File: src/design/kcl_pkg.sv
package kcl_pkg;

   localparam int CODE_DIGITS = 4;
   localparam int CODE_W      = 4 * CODE_DIGITS;
   localparam int LEN_W       = $clog2(CODE_DIGITS + 1);

   localparam logic [3:0] KEY_STAR  = 4'd10;
   localparam logic [3:0] KEY_HASH  = 4'd11;
   localparam logic [3:0] KEY_NONE  = 4'd15;
   localparam logic [3:0] GUESS_MAX = 4'd15;
   localparam logic [1:0] HASH_TO_REGISTER = 2'd3;

   localparam logic       OP_KEY     = 1'b0;
   localparam logic       OP_PRELOAD = 1'b1;

   localparam logic [2:0] EV_NONE       = 3'd0;
   localparam logic [2:0] EV_UNLOCKED   = 3'd1;
   localparam logic [2:0] EV_WRONG      = 3'd2;
   localparam logic [2:0] EV_REGISTERED = 3'd3;
   localparam logic [2:0] EV_FULL       = 3'd4;
   localparam logic [2:0] EV_RESET      = 3'd5;
   localparam logic [2:0] EV_HASH       = 3'd6;

   localparam logic [1:0] CSR_RELOCK_TIME = 2'd0;
   localparam logic [1:0] CSR_STALE_TIME  = 2'd1;
   localparam logic [1:0] CSR_GUESS_LIMIT = 2'd2;

   localparam logic [31:0] RELOCK_TIME_RST = 32'd5000;
   localparam logic [31:0] STALE_TIME_RST  = 32'd10000;
   localparam logic [3:0]  GUESS_LIMIT_RST = 4'd3;

   typedef struct packed {
      logic        operation;
      logic [3:0]  key_code;
      logic [31:0] now_ms;
      logic [15:0] preload_code;
   } req_type;

   typedef struct packed {
      logic       relay_on;
      logic       alarm_on;
      logic       registering;
      logic [2:0] digits_entered;
      logic [3:0] failed_guesses;
      logic [1:0] hash_presses;
      logic [3:0] user_index;
      logic [4:0] codes_stored;
      logic [2:0] event_res;
      logic       display_changed;
   } rsp_type;

   typedef struct packed {
      logic load;
      logic srch_clr;
      logic srch_step;
      logic commit;
      logic use_hit;
   } cmd_type;

   typedef struct packed {
      logic is_search;
      logic match;
      logic last;
      logic out_free;
   } sts_type;

endpackage

File: src/design/kcl_ctrl.sv
module kcl_ctrl
   import kcl_pkg::*;
(
   input  logic    clock,
   input  logic    reset,
   input  logic    req_valid,
   output logic    req_ready,
   input  sts_type sts,
   output cmd_type cmd
);

   typedef enum logic [2:0] {
      S_IDLE   = 3'b001,
      S_DECODE = 3'b010,
      S_SEARCH = 3'b100
   } state_type;

   state_type state_ff, state_in;

   always_ff @(posedge clock) begin
      if (reset) begin
         state_ff <= S_IDLE;
      end else begin
         state_ff <= state_in;
      end
   end

   always_comb begin
      state_in  = state_ff;
      cmd       = '0;
      req_ready = 1'b0;
      case (state_ff)
         S_IDLE: begin
            req_ready    = 1'b1;
            cmd.srch_clr = 1'b1;
            if (req_valid) begin
               cmd.load = 1'b1;
               state_in = S_DECODE;
            end
         end
         S_DECODE: begin
            if (sts.is_search) begin
               cmd.srch_step = 1'b1;
               state_in      = S_SEARCH;
            end else if (sts.out_free) begin
               cmd.commit = 1'b1;
               state_in   = S_IDLE;
            end
         end
         S_SEARCH: begin
            if (sts.match || sts.last) begin
               if (sts.out_free) begin
                  cmd.commit  = 1'b1;
                  cmd.use_hit = 1'b1;
                  state_in    = S_IDLE;
               end
            end else begin
               cmd.srch_step = 1'b1;
            end
         end
         default: begin
            state_in = S_IDLE;
         end
      endcase
   end

   a_commit_free: assert property (@(posedge clock) disable iff (reset)
      cmd.commit |-> sts.out_free)
      else $error("commit while result register occupied");

   a_commit_idle: assert property (@(posedge clock) disable iff (reset)
      cmd.commit |=> req_ready)
      else $error("not idle after commit");

   a_load_ready: assert property (@(posedge clock) disable iff (reset)
      cmd.load |=> !req_ready)
      else $error("accepted a second transaction during work");

endmodule

File: src/design/kcl_dpath.sv
module kcl_dpath
   import kcl_pkg::*;
#(
   parameter int MAX_CODES = 16
) (
   input  logic        clock,
   input  logic        reset,
   input  req_type     req_data,
   input  logic        csr_we,
   input  logic [1:0]  csr_addr,
   input  logic [31:0] csr_wdata,
   input  cmd_type     cmd,
   output sts_type     sts,
   output logic        rsp_valid,
   input  logic        rsp_ready,
   output rsp_type     rsp_data
);

   localparam int IW    = (MAX_CODES > 1) ? $clog2(MAX_CODES) : 1;
   localparam int CW    = $clog2(MAX_CODES + 1);
   localparam int DEPTH = 1 << IW;

   logic [CODE_W-1:0] code_mem [0:DEPTH-1];

   logic [31:0]       relock_time_ff;
   logic [31:0]       stale_time_ff;
   logic [3:0]        guess_limit_ff;

   req_type           item_ff;
   logic              mode_reg_ff, mode_reg_in;
   logic              locked_ff, locked_in;
   logic              alarm_ff, alarm_in;
   logic [3:0]        guess_ff, guess_in;
   logic [CODE_W-1:0] entry_ff, entry_in;
   logic [LEN_W-1:0]  len_ff, len_in;
   logic [1:0]        hash_ff, hash_in;
   logic [31:0]       opened_ff, opened_in;
   logic [31:0]       last_key_ff, last_key_in;
   logic [IW-1:0]     user_ff, user_in;
   logic [CW-1:0]     count_ff, count_in;

   logic [IW-1:0]     srch_idx_ff;
   logic [IW-1:0]     cmp_idx_ff;
   logic [CODE_W-1:0] rd_data_ff;

   logic              rsp_valid_ff;
   rsp_type           rsp_ff, rsp_in;

   logic              wr_en;
   logic [CODE_W-1:0] wr_data;
   logic              hit;
   logic              room;
   logic [31:0]       open_age;
   logic [31:0]       key_age;
   logic              stale;
   logic              do_relock;
   logic              disp;
   logic [2:0]        ev;
   logic [3:0]        guess_up;
   logic [1:0]        hash_up;
   logic [31:0]       user_wide;
   logic [31:0]       count_wide;
   logic [31:0]       len_wide;

   // configuration
   always_ff @(posedge clock) begin
      if (reset) begin
         relock_time_ff <= RELOCK_TIME_RST;
         stale_time_ff  <= STALE_TIME_RST;
         guess_limit_ff <= GUESS_LIMIT_RST;
      end else if (csr_we) begin
         case (csr_addr)
            CSR_RELOCK_TIME: relock_time_ff <= csr_wdata;
            CSR_STALE_TIME:  stale_time_ff  <= csr_wdata;
            CSR_GUESS_LIMIT: guess_limit_ff <= csr_wdata[3:0];
            default: begin
            end
         endcase
      end
   end

   always_ff @(posedge clock) begin
      if (cmd.load) begin
         item_ff <= req_data;
      end
   end

   // code table
   always_ff @(posedge clock) begin
      if (wr_en) begin
         code_mem[count_ff[IW-1:0]] <= wr_data;
      end
   end

   always_ff @(posedge clock) begin
      if (cmd.srch_step) begin
         rd_data_ff <= code_mem[srch_idx_ff];
         cmp_idx_ff <= srch_idx_ff;
      end
   end

   always_ff @(posedge clock) begin
      if (reset || cmd.srch_clr) begin
         srch_idx_ff <= '0;
      end else if (cmd.srch_step) begin
         srch_idx_ff <= srch_idx_ff + IW'(1);
      end
   end

   assign room = count_ff < CW'(MAX_CODES);

   always_comb begin
      sts.is_search = (item_ff.operation == OP_KEY) && (item_ff.key_code == KEY_HASH) &&
                      (len_ff == LEN_W'(CODE_DIGITS)) && !mode_reg_ff &&
                      (count_ff != '0);
      sts.match     = (rd_data_ff == entry_ff);
      sts.last      = ((CW'(cmp_idx_ff) + CW'(1)) == count_ff);
      sts.out_free  = !rsp_valid_ff || rsp_ready;
   end

   assign hit      = cmd.use_hit && sts.match;
   assign open_age = item_ff.now_ms - opened_ff;
   assign key_age  = item_ff.now_ms - last_key_ff;
   assign stale    = key_age > stale_time_ff;
   assign guess_up = (guess_ff < GUESS_MAX) ? guess_ff + 4'd1 : guess_ff;
   assign hash_up  = hash_ff + 2'd1;

   // step update
   always_comb begin
      mode_reg_in = mode_reg_ff;
      locked_in   = locked_ff;
      alarm_in    = alarm_ff;
      guess_in    = guess_ff;
      entry_in    = entry_ff;
      len_in      = len_ff;
      hash_in     = hash_ff;
      opened_in   = opened_ff;
      last_key_in = last_key_ff;
      user_in     = user_ff;
      count_in    = count_ff;
      wr_en       = 1'b0;
      wr_data     = entry_ff;
      do_relock   = 1'b0;
      disp        = 1'b0;
      ev          = EV_NONE;

      if (item_ff.operation == OP_PRELOAD) begin
         if (room) begin
            wr_en    = cmd.commit;
            wr_data  = item_ff.preload_code[CODE_W-1:0];
            count_in = count_ff + CW'(1);
            ev       = EV_REGISTERED;
         end else begin
            ev = EV_FULL;
         end
         mode_reg_in = 1'b0;
      end else if (item_ff.key_code == KEY_NONE) begin
         if (!mode_reg_ff) begin
            do_relock = (!locked_ff && (open_age > relock_time_ff)) || stale;
         end else if (stale) begin
            mode_reg_in = 1'b0;
            do_relock   = 1'b1;
         end
         if (do_relock) begin
            disp      = (len_ff != '0) || !locked_ff;
            entry_in  = '0;
            len_in    = '0;
            locked_in = 1'b1;
            guess_in  = '0;
            opened_in = '0;
            ev        = EV_RESET;
         end
      end else begin
         last_key_in = item_ff.now_ms;
         if (item_ff.key_code == KEY_STAR) begin
            entry_in = '0;
            len_in   = '0;
            disp     = 1'b1;
         end else if (item_ff.key_code inside {[4'd0:4'd9]}) begin
            if (len_ff < LEN_W'(CODE_DIGITS)) begin
               entry_in = {entry_ff[CODE_W-5:0], item_ff.key_code};
               len_in   = len_ff + LEN_W'(1);
               disp     = 1'b1;
            end
         end else if (item_ff.key_code == KEY_HASH && len_ff == LEN_W'(CODE_DIGITS)) begin
            disp     = 1'b1;
            entry_in = '0;
            len_in   = '0;
            if (!mode_reg_ff) begin
               if (hit) begin
                  locked_in = 1'b0;
                  guess_in  = '0;
                  user_in   = cmp_idx_ff;
                  opened_in = item_ff.now_ms;
                  alarm_in  = 1'b0;
                  hash_in   = '0;
                  ev        = EV_UNLOCKED;
               end else begin
                  ev = EV_WRONG;
                  if (locked_ff) begin
                     guess_in = guess_up;
                     if (guess_up >= guess_limit_ff) begin
                        alarm_in = 1'b1;
                     end
                  end
               end
            end else begin
               if (room) begin
                  wr_en    = cmd.commit;
                  count_in = count_ff + CW'(1);
                  ev       = EV_REGISTERED;
               end else begin
                  ev = EV_FULL;
               end
               mode_reg_in = 1'b0;
               locked_in   = 1'b1;
               guess_in    = '0;
               opened_in   = '0;
            end
         end else if (!locked_ff && item_ff.key_code == KEY_HASH && len_ff == '0) begin
            opened_in = item_ff.now_ms;
            disp      = 1'b1;
            ev        = EV_HASH;
            if (hash_up == HASH_TO_REGISTER) begin
               mode_reg_in = 1'b1;
               hash_in     = '0;
            end else begin
               hash_in = hash_up;
            end
         end
      end
   end

   assign user_wide  = 32'(user_in);
   assign count_wide = 32'(count_in);
   assign len_wide   = 32'(len_in);

   always_comb begin
      rsp_in.relay_on        = !locked_in;
      rsp_in.alarm_on        = alarm_in;
      rsp_in.registering     = mode_reg_in;
      rsp_in.digits_entered  = len_wide[2:0];
      rsp_in.failed_guesses  = guess_in;
      rsp_in.hash_presses    = hash_in;
      rsp_in.user_index      = user_wide[3:0];
      rsp_in.codes_stored    = count_wide[4:0];
      rsp_in.event_res       = ev;
      rsp_in.display_changed = disp;
   end

   always_ff @(posedge clock) begin
      if (reset) begin
         mode_reg_ff <= 1'b1;
         locked_ff   <= 1'b1;
         alarm_ff    <= 1'b0;
         guess_ff    <= '0;
         entry_ff    <= '0;
         len_ff      <= '0;
         hash_ff     <= '0;
         opened_ff   <= '0;
         last_key_ff <= '0;
         user_ff     <= '0;
         count_ff    <= '0;
      end else if (cmd.commit) begin
         mode_reg_ff <= mode_reg_in;
         locked_ff   <= locked_in;
         alarm_ff    <= alarm_in;
         guess_ff    <= guess_in;
         entry_ff    <= entry_in;
         len_ff      <= len_in;
         hash_ff     <= hash_in;
         opened_ff   <= opened_in;
         last_key_ff <= last_key_in;
         user_ff     <= user_in;
         count_ff    <= count_in;
      end
   end

   // result register
   always_ff @(posedge clock) begin
      if (reset) begin
         rsp_valid_ff <= 1'b0;
      end else if (cmd.commit) begin
         rsp_valid_ff <= 1'b1;
      end else if (rsp_ready) begin
         rsp_valid_ff <= 1'b0;
      end
   end

   always_ff @(posedge clock) begin
      if (cmd.commit) begin
         rsp_ff <= rsp_in;
      end
   end

   assign rsp_valid = rsp_valid_ff;
   assign rsp_data  = rsp_ff;

   a_count_bound: assert property (@(posedge clock) disable iff (reset)
      count_ff <= CW'(MAX_CODES))
      else $error("code count beyond table depth");

   a_len_bound: assert property (@(posedge clock) disable iff (reset)
      len_ff <= LEN_W'(CODE_DIGITS))
      else $error("entry length beyond code digits");

   a_commit_valid: assert property (@(posedge clock) disable iff (reset)
      cmd.commit |=> rsp_valid_ff)
      else $error("result not presented after commit");

endmodule

File: src/design/keypad_code_lock_top.sv
// An accepted transaction is registered, decoded and committed to the result register.
// A full entry confirmed with hash outside registering mode first searches the code
// table, up to MAX_CODES entries, one entry per cycle from its single read port.
// No new transaction is taken until commit; commit waits while a result is pending.
// Reset: synchronous, active high; registering mode, locked, counts cleared and
// timeouts back to 5000 ms / 10000 ms, guess limit 3. Table contents are not cleared.
module keypad_code_lock_top
   import kcl_pkg::*;
#(
   parameter int MAX_CODES = 16
) (
   input  logic        clock,
   input  logic        reset,
   input  logic        req_valid,
   output logic        req_ready,
   input  req_type     req_data,
   output logic        rsp_valid,
   input  logic        rsp_ready,
   output rsp_type     rsp_data,
   input  logic        csr_we,
   input  logic [1:0]  csr_addr,
   input  logic [31:0] csr_wdata
);

   cmd_type cmd;
   sts_type sts;

   kcl_ctrl u_ctrl (
      .clock     (clock),
      .reset     (reset),
      .req_valid (req_valid),
      .req_ready (req_ready),
      .sts       (sts),
      .cmd       (cmd)
   );

   kcl_dpath #(
      .MAX_CODES (MAX_CODES)
   ) u_dpath (
      .clock     (clock),
      .reset     (reset),
      .req_data  (req_data),
      .csr_we    (csr_we),
      .csr_addr  (csr_addr),
      .csr_wdata (csr_wdata),
      .cmd       (cmd),
      .sts       (sts),
      .rsp_valid (rsp_valid),
      .rsp_ready (rsp_ready),
      .rsp_data  (rsp_data)
   );

endmodule
File: config.mk
export PLATFORM = sky130hd
export DESIGN_NAME = keypad_code_lock_top
export DESIGN_NICKNAME = d
export VERILOG_FILES = /design/src/design/kcl_pkg.sv /design/src/design/kcl_ctrl.sv /design/src/design/kcl_dpath.sv /design/src/design/keypad_code_lock_top.sv
export SDC_FILE = /design/constraint.sdc
export NUM_CORES = 1
export LEC_CHECK = 0
export ABC_AREA = 1
export BUFFER_PORTS_ARGS = -buffer_cell sky130_fd_sc_hd__buf_2
export CAP_MARGIN = 20
export CORE_UTILIZATION = 61
export CTS_CLUSTER_DIAMETER = 30
export CTS_CLUSTER_SIZE = 30
export DETAILED_ROUTE_END_ITERATION = 7
export PLACE_DENSITY = 0.85
export SYNTH_ARGS = -nofsm -noshare
export SYNTH_HDL_FRONTEND = slang
export SYNTH_SLANG_ARGS = --single-unit
File: constraint.sdc
create_clock -name clock -period 4.6 [get_ports clock]
set_input_delay 0.69 -clock clock [delete_from_list [all_inputs] [get_ports clock]]
set_output_delay 0.69 -clock clock [all_outputs]
set_load 0.005 [all_outputs]
==> impl_metrics.toml <==
[logic_synthesis]
synthCells = 2784
synth_nets = 3017
syn_area_per_cell_um2 = 9.38
ys_types = 49
synth_area_mm2 = 0.0261
synth_seq_cells = 531
yosysWarningCount = 0
yosysSeqAreaShare_pct = 54.3

[sta]
clock-skew-final_ps = 45.8
rsz0062_at_grt = "true"
fmax_ghz = 0.226
finalHoldViolations = 0
layout_worst_path_cycle_share_pct = 96.2
slew_headroom_pct = 31.5
finalSetupTns_ps = 0
timing.final.crit_period_ps = 4430
finalSetupViolations = 0
finalMaxSlewViolations = 0
fin_ws_ps = 173
whs_ps = 207
tightest_slew_ps = 1030

[placed_design]
dp_hpwl_um = 47800
dp_slack_ps = -70.7
port_buffers = 118
place_area_mm2 = 0.0278
place.gp.congestion = 0.923

[floorplanning]
die_width_um = 209
ios = 119
core-area_mm2 = 0.0420
initial_utilization_pct = 62.1
rows = 75
die_area_mm2 = 0.0436
dieHeight_um = 209

[worst_setup_path]
critPathRequiredTime_ps = 5140
start_kind = "flop"
critPathKind = "flop to flop"
r2r-start = "u_dpath.item_ff[18]$_DFFE_PP_"
worst-path-max-fanout = 16
cp.arrival_ps = 4960
crit_path_start = "u_dpath.item_ff[18]$_DFFE_PP_"
endpoint_kind = "flop"

[routing]
vias = 22200
dr.pass1.iters = 6
routed_wl_um = 76500
wl_per_cell_um = 21.1
postRouteAntennaNets = 0
drt-vias-per-instance = 6.13
drtIter0Drc = 2972
route.detailed.drc = 0

[clocking]
clockBufferDepth = 3
clockRootBuffer = "clkbuf_16"
cts_inserted_buffers = 96
cts_sinks = 531
path_clk_slew_ps = 60
clock_latency_ps = 660
cts_tree = "done"
cts.htree.levels = 3

[status]
status = "finished, final reports clean"

[power]
p_leak_nw = 12.7
power_density_mw_per_mm2 = 470
ir_drop_uv = 402

[finish]
nFillCells = 2634
multi_input_area_mm2 = 0.0104
seq_area_mm2 = 0.0142
fin_area_mm2 = 0.0314
antennaDiodeCount = 0
drive_gt1_share_pct = 14.3
area_growth_pct = 20.4
nNetsFinal = 3233
final_common_cell = "nand2_1"
final_cell_mix = "nand2_1, edfxtp_1, inv_1"

[worst_hold_path]
hold_start = "req_data[1]"
holdCritPathClass = "input port to flop"

[global_route]
overflow = 0
grt_max_degree = 127
antenna_found_initial = 0
grt_pass1_vias = 22000
grt_pass1_wl_um = 117000
track_usage_pct = 34.5

[flow_run]
cap_violations = 0
==> repair_timing <==
item                       in CTS  in global routing
cloned                          0                  2
hold buffers                    0                  0
setup buffers                   0                  1
gates resized for setup         2                 37
setup endpoints to repair      31                 69
pin swaps                       0                  1
==> path summary, 6_finish.rpt <==
path / end / slack (ps) / depth (start not counted)
max: u_dpath.entry_ff[6]$_SDFFE_PP0P_ / 170 / 27
max reg2reg: u_dpath.entry_ff[6]$_SDFFE_PP0P_ / 170 / 27
min reg2reg: u_dpath.stale_time_ff[16]$_SDFFE_PP0P_ / 460 / 2
min: u_dpath.item_ff[1]$_DFFE_PP_ / 210 / 1
==> critical path, stage by stage (launching register included) <==
cell	delay (ps)
edfxtp_1	460
ha_1	380
a21oi_1	170
nand2_1	130
a21oi_2	210
o21bai_1	110
buf_4	160
a21oi_1	210
o21ai_0	180
and2_1	190
o21bai_1	120
nand2_1	90
ha_1	290
nand2_1	60
nand2_1	60
nand2_1	50
nand2_1	60
nand2_1	60
a21oi_1	140
nor2_1	60
nand2_1	70
nand2_1	70
buf_4	160
nand3_2	130
nand3_4	140
clkbuf_16	220
o21bai_1	240
nor2_1	70
==> kinds of logic after synthesis <==
kind of cell,count (synthesis),share of synthesized area [%]
simple gates,918,14.3
mux,48,1.84
fa+ha+maj,141,6.81
buf+inv,438,6.45
xor+xnor,77,2.58
flops,531,54.3
compound gates,631,13.8
==> power by group <==
part / internal [mW] / total (mW) / leakage (nW) / switching (mW)
Combinational: 0.714 / 1.95 / 6.39 / 1.24
Clock: 4.82 / 7.41 / 1.66 / 2.60
Sequential: 5.29 / 5.40 / 4.69 / 0.108
Total: 10.8 / 14.8 / 12.7 / 3.95
==> metal layers <==
layer / vias to the layer above / share of wire [%] / global-route usage, % / wire [µm]
met5: - / 0 / 0 / 0
met4: 0 / 5.7 / 20.6 / 4330
met3: 298 / 9.9 / 6.91 / 7610
met2: 1346 / 48 / 56.7 / 36300
met1: 10500 / 37 / 42.4 / 28200
li1: 10000 / - / - / -
==> area by class of cell <==
| class | instances | share of cell area, % |
|---|---|---|
| clock buffer | 114 | 8.12 |
| clock inverter | 67 | 2.82 |
| inverter | 332 | 3.97 |
| multi-input combinational | 1815 | 33.1 |
| sequential | 531 | 45.1 |
| tap | 539 | 2.15 |
| timing repair buffer | 224 | 4.78 |
==> cells in the mapped netlist (all sizes together) <==
cell type	instances	area share (%)
nor2b	1	0.024
nand3	89	1.7
dfxtp	177	14
mux2i	48	1.8
nor3	33	0.65
nor2	302	4.4
nand4	14	0.34
nand2	463	6.7
a211oi	2	0.057
ha	139	6.7
o211ai	30	0.86
a21oi	223	4.3
o21a	6	0.17
a221oi	2	0.067
a31oi	7	0.17
or2	1	0.024
nor3b	1	0.029
o2111ai	1	0.034
inv	327	4.7
buf	21	0.45
o21bai	15	0.43
nand3b	3	0.086
o311ai	1	0.034
and2	3	0.072
edfxtp	354	41
o21ai	261	5.0
clkinv	5	0.072
clkbuf	85	1.2
and3	2	0.048
xor2	55	1.8
a21boi	6	0.17
o221ai	49	1.6
a31o	1	0.034
o22ai	4	0.096
a311oi	1	0.034
nor4	6	0.14
xnor2	22	0.74
fa	2	0.15
a21o	8	0.23
o32ai	14	0.47
==> per-stage QoR <==
step           utilization [%]  total power [mW]  cells
3_3_place_gp              66.0              7.24   3433
3_5_place_dp              66.0              7.32   3436
6_report                  74.8              14.8   3622
5_1_grt                   74.8              15.2   3622
4_1_cts                   74.2              14.7   3617
2_1_floorplan                -              6.67   2784
==> registers in the layout, summed over array words and instances (netlist names), 5 cells and up <==
name	flops
u_dpath.code_mem	256
u_dpath.item_ff	53
u_dpath.last_key_ff	32
u_dpath.opened_ff	32
u_dpath.relock_time_ff	32
u_dpath.stale_time_ff	32
u_dpath.rsp_data	25
u_dpath.entry_ff	16
u_dpath.rd_data_ff	16
u_dpath.count_ff	5
Power figures use the tool's default switching activity.
